--- config.mk ---
export PLATFORM = sky130hd
export DESIGN_NAME = hsort_cell
export DESIGN_NICKNAME = d
export VERILOG_FILES = /design/src/hsort_pkg.sv /design/src/hsort_cell.sv
export SDC_FILE = /design/constraint.sdc
export NUM_CORES = 1
export LEC_CHECK = 0
export BUFFER_PORTS_ARGS = -buffer_cell sky130_fd_sc_hd__buf_2
export CAP_MARGIN = 20
export CORE_MARGIN = 2
export CORE_UTILIZATION = 41
export DETAILED_ROUTE_END_ITERATION = 7
export HOLD_SLACK_MARGIN = 0.06
export PLACE_DENSITY_LB_ADDON = 0.15
export SETUP_SLACK_MARGIN = 0.3
export SLEW_MARGIN = 15
export SYNTH_ARGS = -nofsm -noshare
export SYNTH_HDL_FRONTEND = slang
export SYNTH_SLANG_ARGS = --single-unit
--- constraint.sdc ---
create_clock -name clk -period 3.9 [get_ports clk]
set_clock_uncertainty 0.05 [all_clocks]
set_input_delay 0.39 -clock clk [delete_from_list [all_inputs] [get_ports clk]]
set_output_delay 0.39 -clock clk [all_outputs]
set_load 0.02 [all_outputs]
--- src/hsort_pkg.sv ---
// Shared constants and types of the heap sorter.
package hsort_pkg;

  localparam int DEPTH     = 64;
  localparam int KEY_WIDTH = 32;
  localparam int PORT_W    = 32;
  localparam int STORE_W   = (KEY_WIDTH < PORT_W) ? KEY_WIDTH : PORT_W;
  localparam int CNT_W     = $clog2(DEPTH + 1);

  typedef logic [PORT_W-1:0]  port_key_t;
  typedef logic [STORE_W-1:0] store_key_t;
  typedef logic [CNT_W-1:0]   count_t;

  typedef struct packed {
    logic insert;
    logic drain;
  } cell_ctrl_t;

endpackage

--- src/hsort_cell.sv ---
// One cell of the sorting chain: holds one key, inserts or shifts toward the head.
module hsort_cell import hsort_pkg::*; (
  input  logic       clk,
  input  logic       rst,
  input  cell_ctrl_t ctrl,
  input  store_key_t new_key,
  input  store_key_t prev_key,
  input  logic       prev_valid,
  input  logic       prev_gt,
  input  store_key_t next_key,
  input  logic       next_valid,
  output store_key_t key,
  output logic       valid,
  output logic       gt
);

  // Empty cells count as larger than any key.
  assign gt = !valid || (key > new_key);

  always_ff @(posedge clk) begin
    if (rst) begin
      valid <= 1'b0;
    end else begin
      if (ctrl.insert && gt) begin
        if (prev_gt) begin
          key   <= prev_key;
          valid <= prev_valid;
        end else begin
          key   <= new_key;
          valid <= 1'b1;
        end
      end else if (ctrl.drain) begin
        key   <= next_key;
        valid <= next_valid;
      end
    end
  end

endmodule

; ---- After elaboration in Yosys (flattened, before gate mapping)
; Index checks and enable logic that the tools add are counted.
[word_totals]
out_inout_bits = 34
elab_cells = 15
in_bits = 103
register_bits = 33
[op_classes]
n_mux = 6
reduce_logical = 5
order_cmp = 1
bitwise_logic = 1
[ops]
columns = op, n
row1 = $mux W32, 3
row2 = $gt A32 B32 Y1, 1
row3 = $mux W1, 3
row4 = $reduce_and A2 Y1, 1
row5 = $reduce_bool A2 Y1, 1
row6 = $logic_and A1 B1 Y1, 1
row7 = $logic_not A1 Y1, 1
row8 = $logic_or A1 B1 Y1, 1
row9 = $not A1 Y1, 1

; ---- Longest topological paths before layout
; Gate-level depths: netlist (run 1).
[depth]
ltp_word = 5
mapped_depth = 9
depth_no_buf = 8

; ---- Worst setup path before layout (run 1)
; No wires, ideal clock.
[synth_timing]
path_kind = flip-flop to flip-flop
startpoint = register key[1]
endpoint = register key[0] (enable)
path_stages_with_launch = 9
t_arrival_ns = 3.496
path_buffers = 1
setup_time_ns = 0.432
period_less_slack_ns = 3.978
required_ns = 3.418
setup_slack_ns = -0.078
path_cell_list = edfxtp_1 ha_1 nor2b_1 o211ai_1 a2111oi_0 o31a_1 o211ai_4 buf_6 a21oi_1
[synth_via]
elab_chain_len = 5
[synth_lines]
columns = element, line_no
row1 = from (decl), hsort_cell.sv:12  ; output store_key_t key,
row2 = from (signal assigned), hsort_cell.sv:26  ; key <= prev_key;
row3 = from (signal assigned), hsort_cell.sv:29  ; key <= new_key;
row4 = from (signal assigned), hsort_cell.sv:33  ; key <= next_key;
row5 = $gt A32 B32 Y1, hsort_cell.sv:18  ; assign gt = !valid || (key > new_key);
row6 = $logic_or A1 B1 Y1, hsort_cell.sv:18
row7 = $logic_and A1 B1 Y1, hsort_cell.sv:24  ; if (ctrl.insert && gt) begin
row8 = $reduce_bool A2 Y1 (no source line), -
row9 = $reduce_and A2 Y1 (no source line), -
; Every way passes these cells.
; A chain may end at the register's enable or synchronous reset.

; ---- Final worst setup path (run 1)
[layout_timing]
startpoint = register key[30]
endpoint = register key[31], data pin
[layout_via]
elab_chain_len = 4
[layout_lines]
columns = element, line_no
row1 = $gt A32 B32 Y1, hsort_cell.sv:18
row2 = $logic_or A1 B1 Y1, hsort_cell.sv:18
row3 = $logic_and A1 B1 Y1, hsort_cell.sv:24
row4 = $mux W32, hsort_cell.sv:24
; Every way passes these cells.

==> results.yml, run 1 <==
outcome:
  outcome: "complete, no violations"
min_path:
  hold_start: "next_key[21]"
  hold_class: "in2reg"
  whs_path_depth: 2
  holdPathEnd: "key[21]"
logic_synthesis:
  synth_top_area_share_pct: 37.48
  async_reset_ff_share_pct: 0
  avgSynthCellArea_um2: 9.711
  synthMuxAreaShare_pct: 15.32
  synth_edf_count: 32
  synth-adder-area-share_pct: 15.62
  synth_area_leaders: "edfxtp_1 (37%), ha_1 (16%), mux2_1 (13%), o21ai_0 (6.8%), nand2_1 (5.7%)"
  synthXorXnorAreaFrac_pct: 0
  synth_ff_type: "edfxtp_1"
  synth_seq_area_share_pct: 38.26
  yosysMostFrequentCell: "nand2_1"
  ys_seq_elements: 33
  synth_top_family_by_area: "adder cells"
  syn_nets: 399
  synth_compound_area_share_pct: 13.08
  ys.warnings.count: 0
  synthCells: 264
  synthDistinctLibCells: 30
  yosys.area_share.simple_pct: 10.25
  syn_area_um2: 2564
  synth_commonest_cells: "nand2_1 (39), inv_1 (35), o21ai_0 (35)"
  synth_top_cell_by_area: "edfxtp_1"
power_and_ir_drop:
  ir_drop_v: 0.0001428
  p_per_area_nw_per_um2: 295.4
  p_leak_nw: 1.704
timing:
  period_needed_ns: 3.025
  slew_headroom_pct: 35.69
  slew_viol_final: 0
  setup_violations: 0
  whs_ns: 0.3325
  post-route-period-util_pct: 77.57
  hold_viol: 0
  fmax_mhz: 330.5
  tightest_slew_ns: 0.9647
  finalSetupTns_ns: 0
  rsz0062_at_grt: "false"
clock_tree:
  cts_root_buf: "clkbuf_8"
  clk_pin_slew_ns: 0.07
  cts_repair_resize_count: 0
  clk_latency_ns: 0.29
  htree_levels: 2
  cts_tree: "done"
  hold_buffers: 0
  ctsLongestPathBuffers: 2
  post_cts_buffers: 0
  cts_buffers: 5
  cts_num_sinks: 33
cells_and_area:
  multi_input_area_um2: 1403
  fin_area_um2: 3395
  final_layout_size_suffix_gt1_share_pct: 38.15
  syn_to_final_growth_pct: 32.41
  insertedDiodeCount: 0
  fin_nets: 535
  final_core_util_pct: 56.66
  ff_latch_area_um2: 980.9
  fill_cells: 579
die:
  die_w_um: 83.08
  std_cell_rows: 28
  die-area_um2: 6901
  initial_utilization_pct: 42.79
  die_y_um: 83.08
  ioPinCount: 137
  core_area_um2: 5991
setup_path:
  path_cells: "ha_1, nand4_1, nor4_1, and3_1, nand2_1, o211ai_4, buf_4, mux2_2"
  startpoint_type: "register"
  cp_slowest_cell: "nor4_1"
  crit_family: "simple AND/OR/NAND/NOR gates"
  r2r_setup_slack_ns: 0.87
  crit_path_max_fanout: 34
  worst-path-buf-inv: 1
  timing.rr.start: "key[30]"
  max_stage_delay_ns: 0.50
  worstSetupEndpointType: "register"
  rr_endpoint: "key[31]"
  crit_required_ns: 3.89
  ff2ff_path_depth: 8
  critical_path_arrival_ns: 3.02
  critPathKind: "reg2reg"
grt:
  grtUsageTotal_pct: 18.39
  grt_pass1_wl_mm: 10.45
  grt_pass1_vias: 2340
  global_route.overflow_total: 0
  grt_max_degree: 65
  antenna_found_initial: 0
detailed_routing:
  vias_per_cell: 4.983
  dr.pass1.iters: 4
  wirelength_mm: 6.455
  vias: 2372
  drc: 0
  wl_per_cell_um: 13.56
  first_iter_violations: 56
  drtAntennaViolNets: 0
placed_design:
  place_area_um2: 3312
  dp_hpwl_mm: 5.076
  portBuffers: 136
  gp_congestion: 0.8632
run:
  maxCapViolCount: 0
[final cells by class]
cell class / count / share of cell area (%)
multi-input cells: 186 / 41.32
flip-flops and latches: 33 / 28.90
repair buffers: 139 / 20.72
inverters: 35 / 3.870
well taps: 75 / 2.764
clock buffers: 6 / 2.138
clock inverters: 2 / 0.2949
[flip-flops by register name (all words and copies together) (netlist names)]
register and cells:
valid 1, key 32
[how the worst max path moves through the flow]
stage / cells after the start / endpoint / start
floorplan: 8 / key[0] / key[1]
global placement: 10 / key[31] / new_key[30]
detailed placement: 10 / key[31] / new_key[30]
CTS: 8 / key[31] / key[30]
global route: 8 / key[31] / key[30]
finish: 8 / key[31] / key[30]
[placed cells by master, fill, tap and decap left out, types with 2 or more instances in the layout]
cell type	count
a21oi_1	14
buf_2	136
buf_4	3
clkbuf_8	5
clkinv_2	2
edfxtp_1	32
ha_1	32
inv_1	35
mux2_1	29
mux2_2	5
nand2_1	39
nand3_1	4
nand4_1	7
nor2_1	4
nor3_1	2
o21ai_0	35
[cell families (layout without fill, tap and decap cells)]
group,Yosys count,in the layout
simple gates,60,60
compound gates,59,59
buf+inv,45,182
mux,35,35
flops,33,33
fa+ha+maj,32,32
[where the power goes]
part | total (mW) | internal [mW] | switching [mW]
clock | 0.255 | 0.124 | 0.131
combinational | 0.302 | 0.136 | 0.166
sequential | 0.446 | 0.429 | 0.0164
[per-stage QoR]
| stage | setup slack, ns | cells | total power [mW] |
|---|---|---|---|
| after CTS | 0.8494 | 476 | 1.018 |
| after floorplan | 0.6428 | 264 | 0.6422 |
| after global routing | 0.6578 | 476 | 1.066 |
| after global placement | 0.8541 | 468 | 0.7526 |
| after detailed placement | 0.7496 | 468 | 0.7594 |
| final | 0.8746 | 476 | 1.003 |
[per-layer routing]
metal / GRT usage (%) / routed length [µm] / share of wire [%] / up-vias
met4: 4.918 / 86 / 1.3 / 0
met5: 0 / 0 / 0 / -
met2: 33.43 / 3186 / 49 / 84
met1: 21.68 / 2814 / 44 / 1066
li1: - / - / - / 1213
met3: 4.175 / 368 / 5.7 / 9
(Power assumes the default switching activity.)
==> run 2, diff against run 1 <==
==> constraint.sdc (replaced) <==
create_clock -name clk -period 2.7 [get_ports clk]
set_clock_uncertainty 0.05 [all_clocks]
set_input_delay 0.27 -clock clk [delete_from_list [all_inputs] [get_ports clk]]
set_output_delay 0.27 -clock clk [all_outputs]
set_load 0.02 [all_outputs]
==> run 2 against run 1 <==
- the run now ends with setup timing left
- non-clock buffer count up 21
- critical path type unchanged
- fmax up 9.1%
- clock power up 38%
- routed wire length up 12%
==> results.yml, run 2 (synthesis gave the netlist of run 1 again) <==
outcome:
  outcome: "finished with violations"
  violations: "setup timing"
die:
  core_area_um2: 5991
  die_w_um: 83.08
  initial_utilization_pct: 42.79
  die-area_um2: 6901
  ioPinCount: 137
  die_y_um: 83.08
  std_cell_rows: 28
timing:
  rsz0062_at_grt: "true"
  slew_viol_final: 0
  finalSetupTns_ns: -3.077
  hold_viol: 0
  setup_slack_ns: -0.07304
  tightest_slew_ns: 0.3378
  whs_ns: 0.2206
  post-route-period-util_pct: 102.7
  slew_headroom_pct: 77.43
  setup_violations: 63
  fmax_mhz: 360.6
  period_needed_ns: 2.773
setup_path:
  timing.rr.start: "key[1]"
  crit_required_ns: 2.69
  ff2ff_path_depth: 10
  startpoint_type: "register"
  r2r_setup_slack_ns: -0.07
  worstSetupEndpointType: "register"
  crit_path_max_fanout: 7
  critical_path_arrival_ns: 2.76
  rr_endpoint: "key[5]"
  critPathKind: "reg2reg"
grt:
  grtUsageTotal_pct: 19.21
  top_usage_layer: "met2"
  grt_max_degree: 33
  use_met3_pct: 5.268
  grt_pass1_wl_mm: 10.74
  global_route.overflow_total: 0
  grt.met2_usage_pct: 31.45
  grt_pass1_vias: 2335
  antenna_found_initial: 0
  grtUsageMet1_pct: 25.33
min_path:
  hold_class: "in2reg"
  whs_path_depth: 2
  holdPathEnd: "key[23]"
  hold_start: "next_key[23]"
cells_and_area:
  final_layout_size_suffix_gt1_share_pct: 50.59
  fin_nets: 556
  final_cell_mix: "buf_2 (135), nand2_1 (39), inv_1 (35)"
  insertedDiodeCount: 0
  fill_cells: 497
  regMostFlops: "key"
  fin_area_um2: 3921
  largest_reg_flops: 32
  layout_commonest_cell: "buf_2"
  reg_top3: "key: 32 flops, valid: 1 flops"
  syn_to_final_growth_pct: 52.95
detailed_routing:
  wl_per_cell_um: 14.57
  wirelength_mm: 7.226
  drtAntennaViolNets: 0
  dr.pass1.iters: 4
  drc: 0
  first_iter_violations: 100
  vias: 2484
  vias_per_cell: 5.008
power_and_ir_drop:
  p_per_area_nw_per_um2: 409.3
  total_power_mw: 1.605
  p_leak_nw: 1.977
  ir_drop_v: 0.0002341
placed_design:
  portBuffers: 136
  dp_hpwl_mm: 5.132
  place_ws_ns: -0.04723
  place_area_um2: 3478
  gp_congestion: 0.7429
clock_tree:
  ctsLongestPathBuffers: 2
  cts_tree: "done"
  cts_buffers: 5
  htree_levels: 2
  clk_latency_ns: 0.29
  cts_root_buf: "clkbuf_8"
  cts_num_sinks: 33
  hold_buffers: 0
  clk_pin_slew_ns: 0.07
run:
  maxCapViolCount: 0
## run 2: changes by cell type in the layout (fill, tap and decap cells not counted), sizes merged
cell,delta
buf,+19
clkbuf,+2
clkinv,-1
## run 2: worst max path at each step
stage,start,to
floorplan,key[1],key[0]
global placement,key[9],key[31]
detailed placement,key[9],key[30]
CTS,key[9],key[10]
global route,key[1],key[5]
finish,key[1],key[5]
## run 2: critical path, stage by stage, from the launching register on
cell and delay (ns):
edfxtp_1 0.39, ha_1 0.29, nor2b_1 0.13, o211ai_1 0.28, a2111oi_2 0.14, o31a_1 0.34, o211ai_4 0.20, buf_12 0.14
buf_4 0.11, clkbuf_16 0.16, mux2_4 0.29
## run 2: where the power goes
part | leakage [nW] | total [mW] | switching, mW | internal, mW
Clock | 0.0387 | 0.352 | 0.178 | 0.174
Sequential | 0.315 | 0.648 | 0.0272 | 0.621
Combinational | 1.62 | 0.605 | 0.284 | 0.321
## run 2: area by class of cell
cell class	count	area, µm²	area share [%]
clock buffers	6	72.57	1.851
clock inverters	1	3.754	0.09572
well taps	75	93.84	2.393
multi-input cells	186	1654	42.18
flip-flops and latches	33	980.9	25.02
inverters	35	131.4	3.350
repair buffers	160	984.7	25.11
## run 2: metal layers
| layer | wire length (µm) | vias up |
|---|---|---|
| met5 | 0 | - |
| met4 | 77 | 0 |
| met3 | 462 | 7 |
| met2 | 3491 | 89 |
| met1 | 3195 | 1130 |
| li1 | - | 1258 |
## run 2: timing repair
item | in CTS | in global routing
cloned | 1 | 3
endpoints found under the setup margin | 66 | 66
buffers inserted | 1 | 10
hold endpoints to repair | 0 | 0
resized for setup | 3 | 25
pin swaps | 2 | 8
## run 2: stage by stage
stage | std cells | utilization [%]
after floorplan | 264 | -
after CTS | 483 | 60.25
after detailed placement | 474 | 58.06
after global placement | 474 | 58.06
after global routing | 496 | 65.46
final | 496 | 65.46
